==> src/svmc_pkg.sv <==
// ----------------------------------------------------------------------------
// svmc_pkg
// types, constants and arithmetic helpers of the stereo voice mixer
// ----------------------------------------------------------------------------
package svmc_pkg;

   localparam int S_W    = 16;  // sample width
   localparam int G_W    = 16;  // gain width
   localparam int CLIP_W = 15;  // clip level width
   localparam int T_W    = 19;  // scaled working value
   localparam int P_W    = 36;  // product width
   localparam int ACC_W  = 24;  // accumulator width
   localparam int IDX_W  = 2;   // register index width

   localparam logic [IDX_W-1:0] REG_MASTER_GAIN = 2'd0;
   localparam logic [IDX_W-1:0] REG_PEAK_GAIN   = 2'd1;
   localparam logic [IDX_W-1:0] REG_CLIP_LEVEL  = 2'd2;

   localparam logic [G_W-1:0]    MASTER_GAIN_RST = 16'd22938;
   localparam logic [G_W-1:0]    PEAK_GAIN_RST   = 16'd22938;
   localparam logic [CLIP_W-1:0] CLIP_LEVEL_RST  = 15'd22937;
   localparam logic [G_W-1:0]    PCM_SCALE       = 16'd32767;

   localparam logic signed [P_W-1:0]   Q15_BIAS = 36'sd32767;
   localparam logic signed [ACC_W:0]   ACC_MAX  = 25'sd8388607;
   localparam logic signed [ACC_W:0]   ACC_MIN  = -25'sd8388608;

   typedef enum logic [1:0] {
      GS_MASTER,
      GS_VOICE,
      GS_PEAK,
      GS_PCM
   } gain_sel_type;

   typedef enum logic [2:0] {
      ST_IDLE,
      ST_MUL,
      ST_SHIFT,
      ST_ACC,
      ST_CLIP,
      ST_FMUL,
      ST_FSHIFT
   } state_type;

   typedef struct packed {
      logic         load;
      logic         mul;
      logic         shift;
      logic         acc;
      logic         clip;
      logic         out_load;
      gain_sel_type gain_sel;
   } dp_cmd_type;

   // shift a product back to q15, truncating toward zero
   function automatic logic signed [T_W-1:0] q15_trunc(input logic signed [P_W-1:0] p);
      logic signed [P_W-1:0] bias;
      logic signed [P_W-1:0] adj;
      bias = p[P_W-1] ? Q15_BIAS : '0;
      adj = p + bias;
      q15_trunc = adj[T_W+14:15];
   endfunction

   function automatic logic signed [ACC_W-1:0] sat_add(input logic signed [ACC_W-1:0] sum,
                                                       input logic signed [T_W-1:0] t);
      logic signed [ACC_W:0] s;
      s = (ACC_W+1)'(sum) + (ACC_W+1)'(t);
      if (s > ACC_MAX) begin
         s = ACC_MAX;
      end else if (s < ACC_MIN) begin
         s = ACC_MIN;
      end
      sat_add = s[ACC_W-1:0];
   endfunction

   function automatic logic signed [T_W-1:0] clip_sum(input logic signed [ACC_W-1:0] sum,
                                                      input logic [CLIP_W-1:0] lim);
      logic signed [ACC_W-1:0] lim_s;
      logic signed [ACC_W-1:0] c;
      lim_s = signed'({{(ACC_W-CLIP_W){1'b0}}, lim});
      if (sum > lim_s) begin
         c = lim_s;
      end else if (sum < -lim_s) begin
         c = -lim_s;
      end else begin
         c = sum;
      end
      clip_sum = c[T_W-1:0];
   endfunction

endpackage

==> src/stereo_voice_mixer_clip_core.sv <==
// each voice request that does not close the frame runs three multiply and
// shift steps through the shared per-channel multiplier, then the accumulate.
// a request with tlast then runs clip and pcm scale before the result is
// registered as valid; a stalled result holds off only the next frame end.
// reset is synchronous: gains and clip level go to their defaults, sums and
// voice count to zero, no result pending.
// ----------------------------------------------------------------------------
// stereo_voice_mixer_clip_core
// mixes one stereo output frame from a run of voice requests with clipping
// ----------------------------------------------------------------------------
module stereo_voice_mixer_clip_core
   import svmc_pkg::*;
#(
   parameter int MAX_VOICES = 64
)
(
   input  logic              clock,
   input  logic              reset,
   input  logic              csr_wr_en,
   input  logic [IDX_W-1:0]  csr_index,
   input  logic [G_W-1:0]    csr_wdata,
   input  logic              req_tvalid,
   output logic              req_tready,
   input  logic [47:0]       req_tdata,   // left_sample, right_sample, voice_gain
   input  logic              req_tuser,   // voice_active
   input  logic              req_tlast,   // last_voice
   output logic              rsp_tvalid,
   input  logic              rsp_tready,
   output logic [31:0]       rsp_tdata    // left_out, right_out
);

   dp_cmd_type            cmd;
   logic signed [S_W-1:0] left_out;
   logic signed [S_W-1:0] right_out;

   svmc_ctrl #(
      .MAX_VOICES (MAX_VOICES)
   ) u_ctrl (
      .clock      (clock),
      .reset      (reset),
      .req_tvalid (req_tvalid),
      .req_tready (req_tready),
      .req_active (req_tuser),
      .req_last   (req_tlast),
      .rsp_tvalid (rsp_tvalid),
      .rsp_tready (rsp_tready),
      .cmd        (cmd)
   );

   svmc_datapath u_dp (
      .clock        (clock),
      .reset        (reset),
      .csr_wr_en    (csr_wr_en),
      .csr_index    (csr_index),
      .csr_wdata    (csr_wdata),
      .left_sample  (signed'(req_tdata[15:0])),
      .right_sample (signed'(req_tdata[31:16])),
      .voice_gain   (req_tdata[47:32]),
      .cmd          (cmd),
      .left_out     (left_out),
      .right_out    (right_out)
   );

   assign rsp_tdata = {right_out, left_out};

endmodule

==> src/svmc_datapath.sv <==
// ----------------------------------------------------------------------------
// svmc_datapath
// gain registers, shared per-channel multiplier, accumulators and output
// ----------------------------------------------------------------------------
module svmc_datapath
   import svmc_pkg::*;
(
   input  logic                    clock,
   input  logic                    reset,
   input  logic                    csr_wr_en,
   input  logic [IDX_W-1:0]        csr_index,
   input  logic [G_W-1:0]          csr_wdata,
   input  logic signed [S_W-1:0]   left_sample,
   input  logic signed [S_W-1:0]   right_sample,
   input  logic [G_W-1:0]          voice_gain,
   input  dp_cmd_type              cmd,
   output logic signed [S_W-1:0]   left_out,
   output logic signed [S_W-1:0]   right_out
);

   logic [G_W-1:0]            master_ff, master_in;
   logic [G_W-1:0]            peak_ff, peak_in;
   logic [CLIP_W-1:0]         clip_ff, clip_in;
   logic [G_W-1:0]            vgain_ff, vgain_in;
   logic signed [T_W-1:0]     l_t_ff, l_t_in, r_t_ff, r_t_in;
   logic signed [P_W-1:0]     l_p_ff, l_p_in, r_p_ff, r_p_in;
   logic signed [ACC_W-1:0]   l_sum_ff, l_sum_in, r_sum_ff, r_sum_in;
   logic signed [S_W-1:0]     l_out_ff, l_out_in, r_out_ff, r_out_in;
   logic [G_W-1:0]            gain;
   logic signed [G_W:0]       gain_s;
   logic signed [T_W-1:0]     l_trunc, r_trunc;

   always_comb begin
      master_in = master_ff;
      peak_in   = peak_ff;
      clip_in   = clip_ff;
      if (csr_wr_en) begin
         case (csr_index)
            REG_MASTER_GAIN: master_in = csr_wdata;
            REG_PEAK_GAIN:   peak_in   = csr_wdata;
            REG_CLIP_LEVEL:  clip_in   = csr_wdata[CLIP_W-1:0];
            default: ;
         endcase
      end
   end

   always_comb begin
      case (cmd.gain_sel)
         GS_MASTER: gain = master_ff;
         GS_VOICE:  gain = vgain_ff;
         GS_PEAK:   gain = peak_ff;
         GS_PCM:    gain = PCM_SCALE;
         default:   gain = PCM_SCALE;
      endcase
      gain_s = signed'({1'b0, gain});
   end

   assign l_trunc = q15_trunc(l_p_ff);
   assign r_trunc = q15_trunc(r_p_ff);

   always_comb begin
      vgain_in = cmd.load ? voice_gain : vgain_ff;
      l_p_in   = cmd.mul ? l_t_ff * gain_s : l_p_ff;
      r_p_in   = cmd.mul ? r_t_ff * gain_s : r_p_ff;
      l_t_in   = l_t_ff;
      r_t_in   = r_t_ff;
      if (cmd.load) begin
         l_t_in = T_W'(left_sample);
         r_t_in = T_W'(right_sample);
      end else if (cmd.shift) begin
         l_t_in = l_trunc;
         r_t_in = r_trunc;
      end else if (cmd.clip) begin
         l_t_in = clip_sum(l_sum_ff, clip_ff);
         r_t_in = clip_sum(r_sum_ff, clip_ff);
      end
      l_sum_in = l_sum_ff;
      r_sum_in = r_sum_ff;
      if (cmd.clip) begin
         l_sum_in = '0;
         r_sum_in = '0;
      end else if (cmd.acc) begin
         l_sum_in = sat_add(l_sum_ff, l_t_ff);
         r_sum_in = sat_add(r_sum_ff, r_t_ff);
      end
      l_out_in = cmd.out_load ? l_trunc[S_W-1:0] : l_out_ff;
      r_out_in = cmd.out_load ? r_trunc[S_W-1:0] : r_out_ff;
   end

   always_ff @(posedge clock) begin
      if (reset) begin
         master_ff <= MASTER_GAIN_RST;
         peak_ff   <= PEAK_GAIN_RST;
         clip_ff   <= CLIP_LEVEL_RST;
         l_sum_ff  <= '0;
         r_sum_ff  <= '0;
      end else begin
         master_ff <= master_in;
         peak_ff   <= peak_in;
         clip_ff   <= clip_in;
         l_sum_ff  <= l_sum_in;
         r_sum_ff  <= r_sum_in;
      end
   end

   always_ff @(posedge clock) begin
      vgain_ff <= vgain_in;
      l_t_ff   <= l_t_in;
      r_t_ff   <= r_t_in;
      l_p_ff   <= l_p_in;
      r_p_ff   <= r_p_in;
      l_out_ff <= l_out_in;
      r_out_ff <= r_out_in;
   end

   assign left_out  = l_out_ff;
   assign right_out = r_out_ff;

endmodule

==> src/svmc_ctrl.sv <==
// ----------------------------------------------------------------------------
// svmc_ctrl
// sequencer for the gain steps, voice counter and result handshake
// ----------------------------------------------------------------------------
module svmc_ctrl
   import svmc_pkg::*;
#(
   parameter int MAX_VOICES = 64
)
(
   input  logic       clock,
   input  logic       reset,
   input  logic       req_tvalid,
   output logic       req_tready,
   input  logic       req_active,
   input  logic       req_last,
   output logic       rsp_tvalid,
   input  logic       rsp_tready,
   output dp_cmd_type cmd
);

   localparam int CNT_W = $clog2(MAX_VOICES + 1);

   state_type          state_ff, state_in;
   gain_sel_type       step_ff, step_in;
   logic [CNT_W-1:0]   count_ff, count_in;
   logic               active_ff, active_in;
   logic               last_ff, last_in;
   logic               out_valid_ff, out_valid_in;
   logic               room;
   logic               out_free;

   assign room     = count_ff < CNT_W'(MAX_VOICES);
   assign out_free = !out_valid_ff || rsp_tready;

   // next state
   always_comb begin
      state_in = state_ff;
      case (state_ff)
         ST_IDLE:   if (req_tvalid) state_in = ST_MUL;
         ST_MUL:    state_in = ST_SHIFT;
         ST_SHIFT:  state_in = (step_ff == GS_PEAK) ? ST_ACC : ST_MUL;
         ST_ACC:    state_in = last_ff ? ST_CLIP : ST_IDLE;
         ST_CLIP:   state_in = ST_FMUL;
         ST_FMUL:   state_in = ST_FSHIFT;
         ST_FSHIFT: if (out_free) state_in = ST_IDLE;
         default:   state_in = ST_IDLE;
      endcase
   end

   // outputs and counters
   always_comb begin
      cmd          = '0;
      cmd.gain_sel = step_ff;
      req_tready   = 1'b0;
      step_in      = step_ff;
      count_in     = count_ff;
      active_in    = active_ff;
      last_in      = last_ff;
      out_valid_in = out_valid_ff && !rsp_tready;
      case (state_ff)
         ST_IDLE: begin
            req_tready = 1'b1;
            if (req_tvalid) begin
               cmd.load  = 1'b1;
               active_in = req_active;
               last_in   = req_last;
               step_in   = GS_MASTER;
            end
         end
         ST_MUL: begin
            cmd.mul = 1'b1;
         end
         ST_SHIFT: begin
            cmd.shift = 1'b1;
            step_in   = gain_sel_type'(step_ff + 2'd1);
         end
         ST_ACC: begin
            if (room) begin
               count_in = count_ff + CNT_W'(1);
               cmd.acc  = active_ff;
            end
         end
         ST_CLIP: begin
            cmd.clip = 1'b1;
            count_in = '0;
         end
         ST_FMUL: begin
            cmd.mul      = 1'b1;
            cmd.gain_sel = GS_PCM;
         end
         ST_FSHIFT: begin
            cmd.gain_sel = GS_PCM;
            if (out_free) begin
               cmd.out_load = 1'b1;
               out_valid_in = 1'b1;
            end
         end
         default: ;
      endcase
   end

   always_ff @(posedge clock) begin
      if (reset) begin
         state_ff     <= ST_IDLE;
         step_ff      <= GS_MASTER;
         count_ff     <= '0;
         active_ff    <= 1'b0;
         last_ff      <= 1'b0;
         out_valid_ff <= 1'b0;
      end else begin
         state_ff     <= state_in;
         step_ff      <= step_in;
         count_ff     <= count_in;
         active_ff    <= active_in;
         last_ff      <= last_in;
         out_valid_ff <= out_valid_in;
      end
   end

   assign rsp_tvalid = out_valid_ff;

endmodule

==> config.mk <==
export PLATFORM = sky130hd
export DESIGN_NAME = stereo_voice_mixer_clip_core
export DESIGN_NICKNAME = d
export VERILOG_FILES = /design/src/svmc_pkg.sv /design/src/stereo_voice_mixer_clip_core.sv /design/src/svmc_datapath.sv /design/src/svmc_ctrl.sv
export SDC_FILE = /design/constraint.sdc
export NUM_CORES = 2
export LEC_CHECK = 0
export ABC_AREA = 1
export BUFFER_PORTS_ARGS = -buffer_cell sky130_fd_sc_hd__buf_2
export CAP_MARGIN = 20
export CORE_UTILIZATION = 45
export DETAILED_ROUTE_END_ITERATION = 6
export PLACE_DENSITY = 0.64
export SYNTH_ARGS = -nofsm -noshare
export SYNTH_HDL_FRONTEND = slang
export SYNTH_SLANG_ARGS = --single-unit
==> constraint.sdc <==
create_clock -name clock -period 17.15 [get_ports clock]
set_input_delay 1.715 -clock clock [delete_from_list [all_inputs] [get_ports clock]]
set_output_delay 1.715 -clock clock [all_outputs]
set_load 0.005 [all_outputs]
==> impl_metrics.csv <==
group,metric,value,unit
clock_tree,cts_tree,"yes",
clock_tree,holdBufCountCts,0,
setup_path,worstSetupEndpointType,"register",
finish,drive_gt1_frac,0.05450,
timing,fin_tns_setup,0,ns
global_routing,grt_max_degree,51,
setup_path,start_kind,"register",
setup_path,cp_slowest_stage_delay,0.76,ns
global_routing,grt_first_pass_wirelength,202400,um
placed_design,place_ws,8.295,ns
route,routedWlPerCell,19.46,um
logic_synthesis,synth_edf_count,156,
route,routed_wl,129500,um
clock_tree,clockBufferDepth,3,
finish,nets,6469,
floorplanning,io_pins,107,
route,drt_iter0_drc,2936,
clock_tree,root_buffer,"clkbuf_16",
floorplanning,start_util,0.4549,
logic_synthesis,syn-cell-area,0.04170,sq mm
logic_synthesis,syn_nets,6429,
logic_synthesis,syn_inst,5403,
route,avgViaCountPerCell,5.337,
timing,hold_violations,0,
clock_tree,clock_latency,0.56,ns
floorplanning,die_w,306.4,um
timing,drv_slew,0,
floorplanning,row_count,111,
global_routing,grt_usage,0.2807,
placed_design,routabilityCongestion,0.9445,
timing,fin_worst_skew,0.02110,ns
setup_path,critPathSlowestCell,"inv_2",
timing,max_freq,0.1117,GHz
finish,utilization,0.4855,
setup_path,crit_required,17.53,ns
route,vias,35510,
finish,synthToLayoutAreaGrowth,6.712,%
logic_synthesis,ys_async_sr_fraction,0,
placed_design,place_inst,6592,
logic_synthesis,synth-main-ff-cell,"edfxtp_1",
global_routing,grt_pass1_vias,35390,
clock_tree,cts_buffers,34,
finish,finalNonFillerCells,6654,
status,status,"completed",
setup_path,criticalPathCategory,"reg -> reg",
timing,min_period,8.952,ns
placed_design,dp_hpwl,106200,um
timing,finalSetupViolCount,0,
logic_synthesis,ys_warn_count,0,
placed_design,numPortBuffers,106,
floorplanning,core_area,0.09166,sq mm
clock_tree,h-tree-depth,2,
floorplanning,die_y,306.4,um
min_path,min_path_type,"reg -> reg",
timing,tightest_slew,1.066,ns
timing,rsz0062_at_grt,"no",
clock_tree,cts_setup_buffers,0,
logic_synthesis,yosysUniqueCellTypes,54,
global_routing,grt-ovfl-total,0,
finish,diodes,0,
timing,relSlewSlack,0.2893,
floorplanning,die_area,0.09389,sq mm
timing,finalCritPeriodShare,0.5220,
clock_tree,cts.clk_slew.worst_paths,0.06,ns
logic_synthesis,syn_area_per_cell,7.718,sq um
logic_synthesis,ys_seq_area_frac,0.1651,
route,drc,0,
clock_tree,clock-sinks,266,
global_routing,antenna_found_initial,8,
clock_tree,cts_resized,0,
route,first_pass_iters,7,
route,postRouteAntennaNets,0,
logic_synthesis,synth_seq_cells,266,
timing,setup_ws,8.198,ns
setup_path,arrival,9.34,ns
setup_path,path_max_fanout,37,
job,cap_viol_max_count,0,
setup_path,path_common_cell,"fa_1",
==> area by class of cell <==
cell class | count | area, sq um
sequential | 266 | 6887
inverter | 1171 | 4395
multi-input combinational | 3825 | 29700
fill | 9179 | 47160
clock inverter | 18 | 219.0
tap | 1186 | 1484
timing repair buffer | 145 | 843.3
clock buffer | 43 | 968.4
==> critical path, delay by kind of cell (launching register included) <==
kind | cells | cell delay [ns]
adder cells (fa/ha/maj) | 7 | 3.50
AND/OR/NAND/NOR | 11 | 2.25
buffers and inverters | 6 | 1.41
AO/OA/AOI/OAI | 3 | 1.04
flip-flops | 1 | 0.37
XOR/XNOR | 1 | 0.22
==> metrics by stage <==
step	instance area (sq um)	hold WS, ns
final	44500	0.4556
after floorplan	41700	0.4211
after global routing	44500	0.4725
after global placement	43290	0.4330
after detailed placement	43290	0.4434
after CTS	44470	0.4587
==> cells by family after synthesis <==
kind of cell / count (synthesis) / share of synthesized area
AO/OA/AOI/OAI: 526 / 0.06832
XOR/XNOR: 119 / 0.02499
adder cells (fa/ha/maj): 953 / 0.3968
buffers and inverters: 1312 / 0.1236
flip-flops: 266 / 0.1651
AND/OR/NAND/NOR: 2227 / 0.2211
==> placed cells by master (no fill, tap or decap), types with 5 or more instances in the layout <==
cell type	instances
nor3_1	46
buf_2	106
dfxtp_1	110
a21o_1	18
nor2_1	532
o21ai_0	182
a21oi_1	253
or2_2	30
xnor2_1	32
nand3b_1	11
and2_1	8
o211ai_1	16
xor2_1	87
o21a_1	6
inv_2	24
clkinv_1	7
ha_1	337
nand3_1	213
nand3_2	14
inv_1	1141
nor4_1	10
buf_4	38
nand2_1	1260
or2_1	18
clkbuf_16	37
fa_1	616
nand2_2	9
clkinv_2	5
nand4_1	56
a21boi_0	7
a31oi_1	7
edfxtp_1	156
o21bai_1	17
==> synth_stat cells (all sizes together) (2+ instances only) <==
master	number	area, sq um
nand2	1269	4781
inv	1166	4377
fa	616	12330
nor2	540	2059
ha	337	4217
a21oi	256	1289
nand3	227	1206
o21ai	187	935.9
edfxtp	156	4684
dfxtp	110	2202
xor2	87	762.0
buf	83	543.0
clkbuf	58	217.7
nand4	58	375.4
nor3	50	260.3
or2	49	306.6
xnor2	32	280.3
a21o	18	135.1
o21bai	17	127.6
o211ai	16	120.1
nand3b	11	82.58
nor4	10	62.56
and2	8	50.05
a21boi	7	52.55
a31oi	7	43.79
o21a	6	45.04
clkinv	5	18.77
nor3b	3	22.52
a211oi	2	15.01
o22ai	2	12.51
==> flip-flops by register name, summed over array words and instances, names as in the netlist, 19 cells and up <==
| name | cells |
|---|---|
| u_dp.l_p_ff | 35 |
| u_dp.l_sum_ff | 24 |
| u_dp.l_t_ff | 19 |
| u_dp.r_p_ff | 35 |
| u_dp.r_sum_ff | 24 |
| u_dp.r_t_ff | 19 |
==> layer usage <==
| metal | global-route usage | up-vias | wire length [um] |
|---|---|---|---|
| met5 | 0 | - | 36 |
| met4 | 0.08802 | 6 | 4482 |
| met3 | 0.04154 | 233 | 9679 |
| met2 | 0.4642 | 1274 | 60280 |
| met1 | 0.3782 | 17390 | 55010 |
| li1 | - | 16610 | - |
==> worst paths after layout <==
path / from / to / slack, ns / cells past startpoint
setup / recovery: u_ctrl.state_ff[0] / u_dp.l_p_ff[25] / 8.20 / 28
hold / removal: u_dp.master_ff[8] / u_dp.master_ff[8] / 0.46 / 2
setup reg to reg: u_ctrl.state_ff[0] / u_dp.l_p_ff[25] / 8.20 / 28
hold reg to reg: u_dp.master_ff[8] / u_dp.master_ff[8] / 0.46 / 2
Power is left out: the tool's default activity adds up to more than one toggle a clock period on the data nets, which glitch-free logic cannot reach.
